==> config.mk <==
export PLATFORM = sky130hd
export DESIGN_NAME = motor_telemetry_tracker
export DESIGN_NICKNAME = d
export VERILOG_FILES = /design/src/hdl/mtt_pkg.sv /design/src/hdl/mtt_median3.sv /design/src/hdl/motor_telemetry_tracker.sv
export SDC_FILE = /design/constraint.sdc
export NUM_CORES = 1
export LEC_CHECK = 0
export ABC_AREA = 1
export BUFFER_PORTS_ARGS = -buffer_cell sky130_fd_sc_hd__buf_2
export CAP_MARGIN = 10
export CORE_MARGIN = 5
export CORE_UTILIZATION = 55
export DETAILED_ROUTE_END_ITERATION = 8
export GPL_TIMING_DRIVEN = 1
export HOLD_SLACK_MARGIN = 0.1
export PLACE_DENSITY_LB_ADDON = 0.08
export SLEW_MARGIN = 20
export SYNTH_ARGS = -nofsm -noshare
export SYNTH_HDL_FRONTEND = slang
export SYNTH_SLANG_ARGS = --single-unit
export TNS_END_PERCENT = 50
==> constraint.sdc <==
create_clock -name clk_i -period 6.4 [get_ports clk_i]
set_input_delay 0.32 -clock clk_i [delete_from_list [all_inputs] [get_ports clk_i]]
set_output_delay 0.32 -clock clk_i [all_outputs]
set_load 0.005 [all_outputs]
==> src/hdl/mtt_pkg.sv <==
// ----------------------------------------------------------------------------
// mtt_pkg
// Shared widths and defaults for the motor telemetry tracker.
// ----------------------------------------------------------------------------
package mtt_pkg;

  localparam int MotorCountDef = 4;
  localparam int TickBitsDef   = 9;

  localparam int IdxW   = 2;
  localparam int VoltW  = 16;
  localparam int WordW  = 16;
  localparam int LoadW  = 7;
  localparam int TickW  = 16;
  localparam int HistN  = 3;

  typedef logic signed [VoltW-1:0] volt_t;
  typedef logic signed [TickW-1:0] tick_t;

endpackage

==> src/hdl/mtt_median3.sv <==
// ----------------------------------------------------------------------------
// mtt_median3
// Signed median of three voltage samples, one comparator network.
// ----------------------------------------------------------------------------
module mtt_median3 (
  input  mtt_pkg::volt_t a_i,
  input  mtt_pkg::volt_t b_i,
  input  mtt_pkg::volt_t c_i,
  output mtt_pkg::volt_t med_o
);

  mtt_pkg::volt_t hi, lo;

  always_comb begin
    hi = (a_i < b_i) ? b_i : a_i;
    lo = (a_i < b_i) ? a_i : b_i;
    if (c_i >= hi) begin
      med_o = hi;
    end else if (c_i <= lo) begin
      med_o = lo;
    end else begin
      med_o = c_i;
    end
  end

endmodule

==> src/hdl/motor_telemetry_tracker.sv <==
// Each item passes through the input register, then the result register.
// Throughput: one item per cycle while the output is not stalled; the per-motor state is read and written in one pass.
// Back-to-back items on the same motor see the state left by the previous item.
// Reset (rst_ni low, asynchronous): histories, online flags, tick counters and
// the overflow flag clear to zero; both pipeline stages empty.
// ----------------------------------------------------------------------------
// motor_telemetry_tracker
// Per-motor median-of-three voltage supervisor with a tick accumulator.
// ----------------------------------------------------------------------------
module motor_telemetry_tracker #(
  parameter int MOTOR_COUNT = mtt_pkg::MotorCountDef,
  parameter int TICK_BITS   = mtt_pkg::TickBitsDef
) (
  input  logic                        clk_i,
  input  logic                        rst_ni,
  input  logic                        in_valid_i,
  output logic                        in_stall_o,
  input  logic [mtt_pkg::IdxW-1:0]    motor_index_i,
  input  mtt_pkg::volt_t              voltage_sample_i,
  input  logic                        controller_done_i,
  input  logic [mtt_pkg::WordW-1:0]   report_word_i,
  output logic                        out_valid_o,
  input  logic                        out_stall_i,
  output logic [mtt_pkg::IdxW-1:0]    motor_tag_o,
  output logic                        online_o,
  output mtt_pkg::volt_t              median_voltage_o,
  output logic [mtt_pkg::LoadW-1:0]   load_o,
  output mtt_pkg::tick_t              tick_count_o,
  output logic                        tick_overflow_o
);

  // input stage
  logic                       s1_valid_q, s1_valid_d;
  logic [mtt_pkg::IdxW-1:0]   s1_idx_q;
  mtt_pkg::volt_t             s1_volt_q;
  logic                       s1_done_q;
  logic [mtt_pkg::WordW-1:0]  s1_word_q;

  // result stage
  logic                       out_valid_q, out_valid_d;
  logic [mtt_pkg::IdxW-1:0]   out_id_q;
  logic                       out_online_q;
  mtt_pkg::volt_t             out_med_q;
  logic [mtt_pkg::LoadW-1:0]  out_load_q;
  mtt_pkg::tick_t             out_tick_q;
  logic                       out_ovf_q;

  // per-motor state
  mtt_pkg::volt_t hist_q   [MOTOR_COUNT][mtt_pkg::HistN];
  logic           online_q [MOTOR_COUNT];
  mtt_pkg::tick_t tick_q   [MOTOR_COUNT];
  logic           ovf_q, ovf_d;

  logic out_free, in_accept, do_step;

  logic                       hit;
  mtt_pkg::volt_t             sel_h0, sel_h1;
  logic                       sel_online;
  mtt_pkg::tick_t             sel_tick;
  mtt_pkg::volt_t             sample;
  mtt_pkg::volt_t             med;
  logic                       now_online;
  logic [mtt_pkg::WordW-1:0]  word_g;
  logic [mtt_pkg::LoadW-1:0]  load;
  logic signed [mtt_pkg::TickW:0] inc, sum;
  logic                       sum_ovf;
  mtt_pkg::tick_t             tick_n;

  assign out_free   = !out_valid_q || !out_stall_i;
  assign do_step    = s1_valid_q && out_free;
  assign in_stall_o = s1_valid_q && !out_free;
  assign in_accept  = in_valid_i && !in_stall_o;

  assign s1_valid_d  = in_accept ? 1'b1 : (do_step ? 1'b0 : s1_valid_q);
  assign out_valid_d = do_step ? 1'b1 : (out_free ? 1'b0 : out_valid_q);

  // select the addressed motor's state
  always_comb begin
    hit        = 1'b0;
    sel_h0     = '0;
    sel_h1     = '0;
    sel_online = 1'b0;
    sel_tick   = '0;
    for (int m = 0; m < MOTOR_COUNT; m++) begin
      if (32'(s1_idx_q) == m) begin
        hit        = 1'b1;
        sel_h0     = hist_q[m][0];
        sel_h1     = hist_q[m][1];
        sel_online = online_q[m];
        sel_tick   = tick_q[m];
      end
    end
  end

  assign sample = s1_done_q ? s1_volt_q : '0;

  mtt_median3 u_median (
    .a_i   (sample),
    .b_i   (sel_h0),
    .c_i   (sel_h1),
    .med_o (med)
  );

  assign now_online = s1_done_q && (med != '0) && (med != '1);

  // drop the report word while the motor was offline
  assign word_g  = sel_online ? s1_word_q : '0;
  assign load    = mtt_pkg::LoadW'(word_g >> TICK_BITS);
  assign inc     = (mtt_pkg::TickW+1)'($signed(word_g[TICK_BITS-1:0]));
  assign sum     = {sel_tick[mtt_pkg::TickW-1], sel_tick} + inc;
  assign sum_ovf = sum[mtt_pkg::TickW] ^ sum[mtt_pkg::TickW-1];
  assign tick_n  = sum_ovf ? sel_tick : sum[mtt_pkg::TickW-1:0];
  assign ovf_d   = ovf_q | (hit & sum_ovf);

  always_ff @(posedge clk_i or negedge rst_ni) begin
    if (!rst_ni) begin
      s1_valid_q  <= 1'b0;
      out_valid_q <= 1'b0;
      ovf_q       <= 1'b0;
      for (int m = 0; m < MOTOR_COUNT; m++) begin
        for (int k = 0; k < mtt_pkg::HistN; k++) begin
          hist_q[m][k] <= '0;
        end
        online_q[m] <= 1'b0;
        tick_q[m]   <= '0;
      end
    end else begin
      s1_valid_q  <= s1_valid_d;
      out_valid_q <= out_valid_d;
      if (do_step) begin
        ovf_q <= ovf_d;
      end
      for (int m = 0; m < MOTOR_COUNT; m++) begin
        if (do_step && 32'(s1_idx_q) == m) begin
          hist_q[m][2] <= hist_q[m][1];
          hist_q[m][1] <= hist_q[m][0];
          hist_q[m][0] <= sample;
          online_q[m]  <= now_online;
          tick_q[m]    <= tick_n;
        end
      end
    end
  end

  // payload registers
  always_ff @(posedge clk_i) begin
    if (in_accept) begin
      s1_idx_q  <= motor_index_i;
      s1_volt_q <= voltage_sample_i;
      s1_done_q <= controller_done_i;
      s1_word_q <= report_word_i;
    end
    if (do_step) begin
      out_id_q     <= s1_idx_q;
      out_online_q <= hit & now_online;
      out_med_q    <= hit ? med : '0;
      out_load_q   <= hit ? load : '0;
      out_tick_q   <= hit ? tick_n : '0;
      out_ovf_q    <= ovf_d;
    end
  end

  assign out_valid_o      = out_valid_q;
  assign motor_tag_o      = out_id_q;
  assign online_o         = out_online_q;
  assign median_voltage_o = out_med_q;
  assign load_o           = out_load_q;
  assign tick_count_o     = out_tick_q;
  assign tick_overflow_o  = out_ovf_q;

`ifndef SYNTHESIS
  a_stall_needs_item: assert property (@(posedge clk_i) disable iff (!rst_ni)
    in_stall_o |-> s1_valid_q)
    else $error("input stalled with empty input stage");

  a_ovf_sticky: assert property (@(posedge clk_i) disable iff (!rst_ni)
    ovf_q |=> ovf_q)
    else $error("overflow flag cleared");

  a_step_fills_out: assert property (@(posedge clk_i) disable iff (!rst_ni)
    do_step |=> out_valid_q)
    else $error("advanced item did not reach result register");

  a_online_median: assert property (@(posedge clk_i) disable iff (!rst_ni)
    (out_valid_q && out_online_q) |-> (out_med_q != '0 && out_med_q != '1))
    else $error("online reported with invalid median");

  a_out_of_range: assert property (@(posedge clk_i) disable iff (!rst_ni)
    (out_valid_q && 32'(out_id_q) >= MOTOR_COUNT) |->
      (!out_online_q && out_tick_q == '0 && out_load_q == '0))
    else $error("out-of-range motor produced state");
`endif

endmodule
==> flow_summary_export.csv, run 1 <==
group,metric,value,unit
job,max-cap-violations,0,
timing,finalSetupTns,0,ns
timing,clock_skew,0.0204,ns
worst_setup_path,cp.required,6.70,ns
yosys,yosysWarnings,0,
global_route,grt_pass1_vias,12251,
timing,timing.final.crit_share,0.922,
cells_and_area,multi_input_area,0.00620,sq mm
yosys,synthTopCellsByArea,"dfrtp_1, edfxtp_1, nand2_1",
power,p_comb_frac,0.443,
worst_hold_path,worst_hold_path_type,"input pin to asynchronous set/reset pin",
clocking,clock_latency,0.56,ns
status,status,"finished, final reports clean",
cells_and_area,seq_area,0.00732,sq mm
power,p_sw_frac,0.408,
clocking,cts_tree,"yes",
clocking,cts_sinks,277,
power,power_density,483,mW/mm^2
power,power_frac_seq,0.338,
timing,finalCriticalPeriod,5.90,ns
die,design.core.area,0.0261,sq mm
cells_and_area,design_area,0.0169,sq mm
clocking,cts_buffer_depth,3,
global_route,grt_usage,0.277,
global_route,grt_max_degree,79,
yosys,postSynthCellCount,1765,
drt,avgViaCountPerCell,5.50,
worst_setup_path,cpMaxStageDelayCell,"edfxtp_1",
timing,setup_viol,0,
yosys,synth_edf_count,78,
yosys,yosysSeqAreaShare,0.503,
yosys,synth-seq-cells,277,
timing,slew_headroom,0.309,
drt,drc_errors,0,
timing,whs,0.273,ns
global_route,grt_pass1_wl,67.0,mm
yosys,synth-async-reset-ratio,0.718,
die,initial_core_util,0.558,
worst_setup_path,endpoint_kind,"flip-flop",
cells_and_area,antenna_cells,0,
cells_and_area,final_layout_size_suffix_gt1_frac,0.117,
clocking,clock-root-buffer,"clkbuf_16",
yosys,yosys.area.top_type_share,0.342,
die,dieArea,0.0298,sq mm
worst_setup_path,crit_top_cell,"nand2_1",
yosys,syn-num-nets,1868,
worst_setup_path,cp.arrival,6.20,ns
yosys,synth_ff_type,"dfrtp_1",
global_route,overflow,0,
timing,tightest_slew,1.04,ns
clocking,cts_buffers,30,
timing,drv_slew,0,
timing,rsz0062_at_grt,"false",
power,internal_power,4.83,mW
worst_setup_path,critPathKind,"flip-flop to flip-flop",
clocking,h-tree-depth,1,
power,clkPwrFrac,0.219,
yosys,synth.most_common_cell,"nand2_1",
yosys,ys_types,46,
cells_and_area,fillCellCount,2264,
drt,drt-initial-drc-count,1078,
power,peakVddDrop,0.000556,V
cells_and_area,syn_to_final_growth,16.3,%
yosys,syn_avg_cell_area,8.24,sq um
global_route,antenna_found_initial,0,
power,p_leak,8.23,nW
die,die_width,173,um
place,globalplace.congestion,0.952,
yosys,synth_area_leader_cell,"dfrtp_1",
die,die_h,173,um
timing,hold_violations,0,
drt,vias,12335,
worst_setup_path,cp-start-kind,"flip-flop",
drt,drtPass1Iterations,6,
drt,wire_per_inst,18.9,um
clocking,clkTransAtPathRegs,0.06,ns
drt,wirelength,42.3,mm
timing,clock.fmax,169,MHz
place,dpl_cell_area,0.0154,sq mm
drt,drtAntennaViolNets,0,
place,detailed_place_hpwl,28.3,mm
place,place.port_buffers,83,
cells_and_area,nNetsFinal,1987,
die,rows,59,
yosys,syn-cell-area,0.0145,sq mm
die,io_pins,84,
worst_setup_path,slowest_delay,0.49,ns
worst_setup_path,worstPathMaxFanout,24,
yosys,synth_commonest_cells,"nand2_1, inv_1, dfrtp_1, o21ai_0, nand3_1",
power,switchingPower,3.33,mW
==> logic make-up after synthesis <==
group | count (synthesis) | share of synthesized area
XOR/XNOR | 13 | 0.00783
adder cells (fa/ha/maj) | 64 | 0.0556
buffers and inverters | 287 | 0.0792
AND/OR/NAND/NOR | 846 | 0.249
flip-flops | 277 | 0.503
AO/OA/AOI/OAI | 278 | 0.105
==> metal layers <==
metal	vias up	global-route usage	part of all wire
li1	5985	-	-
met5	-	0	0
met1	5860	0.362	0.41
met3	95	0.0376	0.056
met4	0	0.0957	0.035
met2	395	0.478	0.50
==> worst paths after layout <==
check	startpoint	end	slack [ns]	cells past startpoint
setup / recovery	s1_idx_q[1]	online_o	0.50	31
hold / removal	rst_ni	hist_q[118]	0.27	2
setup reg to reg	s1_idx_q[1]	online_o	0.50	31
hold reg to reg	hist_q[77]	hist_q[77]	0.48	2
max in group asynchronous	rst_ni	hist_q[138]	4.72	3
min in group clk_i	report_word_i[8]	s1_word_q[8]	0.47	2
==> final cells by class <==
| cell class | count | share of cell area |
|---|---|---|
| tap | 335 | 0.0248 |
| inverter | 209 | 0.0474 |
| timing repair buffer | 162 | 0.0660 |
| clock buffer | 48 | 0.0556 |
| clock inverter | 8 | 0.00644 |
| multi-input combinational | 1203 | 0.367 |
| timing repair inverter | 1 | 0.000296 |
| sequential | 277 | 0.433 |
==> power by group through the flow <==
| stage | clock network (mW) | registers, mW | logic (mW) |
|---|---|---|---|
| 2_1_floorplan | 0 | 2.73 | 2.48 |
| 3_3_place_gp | 0 | 2.77 | 3.42 |
| 3_5_place_dp | 0 | 2.78 | 3.45 |
| 4_1_cts | 1.81 | 2.76 | 3.49 |
| 5_1_grt | 1.91 | 2.83 | 4.12 |
| 6_report | 1.79 | 2.76 | 3.61 |
==> registers in the layout (all words and copies together) (netlist names) <==
register          count
tick_overflow_o       1
hist_q              128
s1_volt_q            16
s1_done_q             1
online_q              4
out_valid_o           1
load_o                7
s1_valid_q            1
tick_q               64
ovf_q                 1
online_o              1
motor_tag_o           2
s1_word_q            16
s1_idx_q              2
median_voltage_o     16
tick_count_o         16
==> worst max-delay path: cells and delay by family, from the launching register on <==
kind                     cells  cell delay (ns)
AO/OA/AOI/OAI                7             1.29
adder cells (fa/ha/maj)      2             0.72
buffers and inverters        5             0.82
flip-flops                   1             0.49
AND/OR/NAND/NOR             17             2.30
==> timing repair <==
action,CTS,global route
hold buffers,38,0
setup endpoints to repair,0,5
setup buffers,0,1
hold endpoints to repair,91,0
resized for setup,0,18
==> cells in the final DEF (no fill, tap or decap), drive strengths merged, types with 4 or more instances in the layout <==
master       instances
o22ai               23
o211ai               4
o2111ai             13
buf                123
nand3b              14
ha                  63
o21ai              179
edfxtp              78
and2                22
nor2                51
o21a                 4
nand4               17
dlygate4sd3         38
clkbuf              49
nand2              599
dfrtp              199
nand3              138
xor2                 6
a21oi               41
xnor2                7
inv                207
clkinv               6
==> through the flow <==
stage / cells / total power [mW] / util / worst slack, ns
6_report: 2243 / 8.16 / 0.649 / 0.499
5_1_grt: 2243 / 8.85 / 0.649 / 0.0128
4_1_cts: 2239 / 8.06 / 0.645 / 0.136
3_5_place_dp: 2145 / 6.23 / 0.590 / 0.159
3_3_place_gp: 2145 / 6.19 / 0.590 / 0.277
2_1_floorplan: 1765 / 5.21 / - / 1.08
Power figures use the tool's default switching activity.
==> run 2, diff against run 1 <==
==> constraint.sdc (replaced) <==
create_clock -name clk_i -period 4.9 [get_ports clk_i]
set_input_delay 0.245 -clock clk_i [delete_from_list [all_inputs] [get_ports clk_i]]
set_output_delay 0.245 -clock clk_i [all_outputs]
set_load 0.005 [all_outputs]
==> run 2 against run 1 <==
  * Critical path type unchanged
  * Largest power group unchanged
  * The run now ends with negative setup slack left
  * Register-to-register slack worse by 1.1 ns
  * Setup slack worse by 1.1 ns
  * Sequential share of layout area shrank 7.4 points
  * Design area up 21%
==> flow_summary_export.csv, run 2 (synthesis results as in run 1) <==
group,metric,value,unit
clocking,clkTransAtPathRegs,0.06,ns
power,p_leak,9.84,nW
clocking,cts_buffer_depth,3,
job,max-cap-violations,0,
worst_setup_path,cp.required,5.23,ns
global_route,grt_max_degree,140,
clocking,clock-root-buffer,"clkbuf_16",
worst_setup_path,cpMaxStageDelayCell,"edfxtp_1",
timing,clock.fmax,183,MHz
die,rows,59,
cells_and_area,largest_reg_flops,128,
drt,drt-initial-drc-count,1224,
timing,setup_viol,20,
timing,finalSetupTns,-4.65,ns
cells_and_area,multi_input_area,0.00748,sq mm
die,die_h,173,um
worst_setup_path,crit_cells,37,
cells_and_area,top_register,"hist_q",
clocking,cts_tree,"yes",
global_route,overflow,0,
global_route,antenna_found_initial,0,
drt,drc_errors,0,
timing,drv_slew,0,
worst_setup_path,cp-start-kind,"flip-flop",
cells_and_area,nNetsFinal,2245,
timing,timing.final.crit_share,1.11,
global_route,grt_pass1_vias,14197,
worst_setup_path,crit_family,"simple AND/OR/NAND/NOR gates",
status,status,"finished, violations left",
worst_setup_path,worstRegToRegCells,37,
worst_setup_path,critPathKind,"flip-flop to flip-flop",
timing,postLayoutSetupSlackWorst,-0.563,ns
clocking,cts_sinks,277,
status,failed_checks,"negative setup slack",
cells_and_area,design_area,0.0204,sq mm
worst_setup_path,worstPathMaxFanout,7,
power,p_comb_frac,0.584,
timing,tightest_slew,1.11,ns
drt,drtPass1Iterations,8,
global_route,grt_usage,0.314,
power,internal_power,8.28,mW
worst_hold_path,worst_hold_path_type,"input pin to asynchronous set/reset pin",
timing,whs,0.225,ns
die,dieArea,0.0298,sq mm
timing,clock_skew,0.0155,ns
die,initial_core_util,0.558,
timing,finalCriticalPeriod,5.46,ns
cells_and_area,antenna_cells,0,
drt,vias,14198,
cells_and_area,top_regs,"hist_q x128, tick_q x64",
worst_setup_path,path_buf_inv,10,
power,switchingPower,5.77,mW
drt,wire_per_inst,20.3,um
drt,drtAntennaViolNets,0,
cells_and_area,fillCellCount,1743,
power,p_sw_frac,0.411,
worst_setup_path,rr_startpoint,"s1_idx_q[1]",
clocking,clock_latency,0.58,ns
worst_setup_path,cp.arrival,5.79,ns
die,design.core.area,0.0261,sq mm
cells_and_area,seq_area,0.00732,sq mm
place,detailed_place_hpwl,30.4,mm
worst_setup_path,ff2ff_setup_slack,-0.56,ns
clocking,h-tree-depth,1,
cells_and_area,syn_to_final_growth,40.4,%
timing,slew_headroom,0.258,
drt,wirelength,50.6,mm
power,clkPwrFrac,0.159,
power,power_density,688,mW/mm^2
worst_setup_path,slowest_delay,0.43,ns
power,peakVddDrop,0.000713,V
cells_and_area,final_cells,2499,
cells_and_area,layout_common_cells,"nand2_1, buf_4, dfrtp_1",
place,place.port_buffers,83,
place,globalplace.congestion,0.936,
worst_setup_path,rr_endpoint,"online_o",
die,io_pins,84,
place,dp_cells,2314,
die,die_width,173,um
timing,rsz0062_at_grt,"true",
power,power_frac_seq,0.257,
place,pre_cts_slack,-0.565,ns
cells_and_area,final_common_cell,"nand2_1",
timing,hold_violations,0,
place,dpl_cell_area,0.0167,sq mm
drt,avgViaCountPerCell,5.68,
worst_setup_path,endpoint_kind,"flip-flop",
clocking,cts_buffers,29,
cells_and_area,final_layout_size_suffix_gt1_frac,0.321,
global_route,grt_pass1_wl,76.0,mm
## run 2: cell types whose count changed in the layout (fill, tap and decap cells not counted), moves of 19 or more
cell	change
nand2_2	+48
ha_1	-31
nand3_2	+24
ha_4	+30
inv_1	-22
buf_6	+30
nand2_1	-72
nand2_4	+20
nand3_1	-34
o21ai_0	-19
buf_4	+207
## run 2: cell type report
| class | count | share of cell area |
|---|---|---|
| Sequential cell | 277 | 0.358 |
| Clock inverter | 17 | 0.00882 |
| Timing Repair Buffer | 420 | 0.168 |
| Multi-Input combinational cell | 1205 | 0.366 |
| Clock buffer | 36 | 0.0383 |
| Tap cell | 335 | 0.0205 |
| Inverter | 209 | 0.0397 |
## run 2: worst max path at each step
stage          slack [ns]        start     endpoint
6_report            -0.56  s1_idx_q[1]     online_o
5_1_grt             -0.74  s1_idx_q[1]  online_q[0]
4_1_cts             -0.24  s1_idx_q[1]     online_o
3_5_place_dp        -0.56  s1_idx_q[1]     online_o
3_3_place_gp        -0.43  s1_idx_q[1]     online_o
2_1_floorplan       0.004  s1_idx_q[0]     online_o
## run 2: stage by stage
step / util / power [mW]
CTS: 0.754 / 12.9
floorplan: - / 6.89
detailed placement: 0.642 / 9.19
finish: 0.784 / 14.1
global route: 0.784 / 14.9
global placement: 0.642 / 9.09
## run 2: what timing repair did
| action | 4_1_cts | 5_1_grt |
|---|---|---|
| cloned | 9 | 0 |
| pin swaps | 62 | 71 |
| hold buffers | 38 | 0 |
| setup buffers | 67 | 18 |
| hold endpoints to repair | 97 | 0 |
| setup endpoints to repair | 18 | 103 |
| gates resized for setup | 197 | 150 |
## run 2: power by group through the flow
stage | combinational [mW] | sequential, mW | clock (mW)
2_1_floorplan | 3.32 | 3.57 | 0
3_3_place_gp | 5.48 | 3.61 | 0
3_5_place_dp | 5.55 | 3.63 | 0
4_1_cts | 7.02 | 3.60 | 2.24
5_1_grt | 8.83 | 3.69 | 2.36
6_report | 8.20 | 3.61 | 2.23
## run 2: per-layer routing
layer | global-route usage | up-vias | part of all wire
met5 | 0 | - | 0
met3 | 0.0408 | 225 | 0.065
met2 | 0.534 | 667 | 0.49
met4 | 0.171 | 0 | 0.070
met1 | 0.389 | 6783 | 0.38
li1 | - | 6523 | -
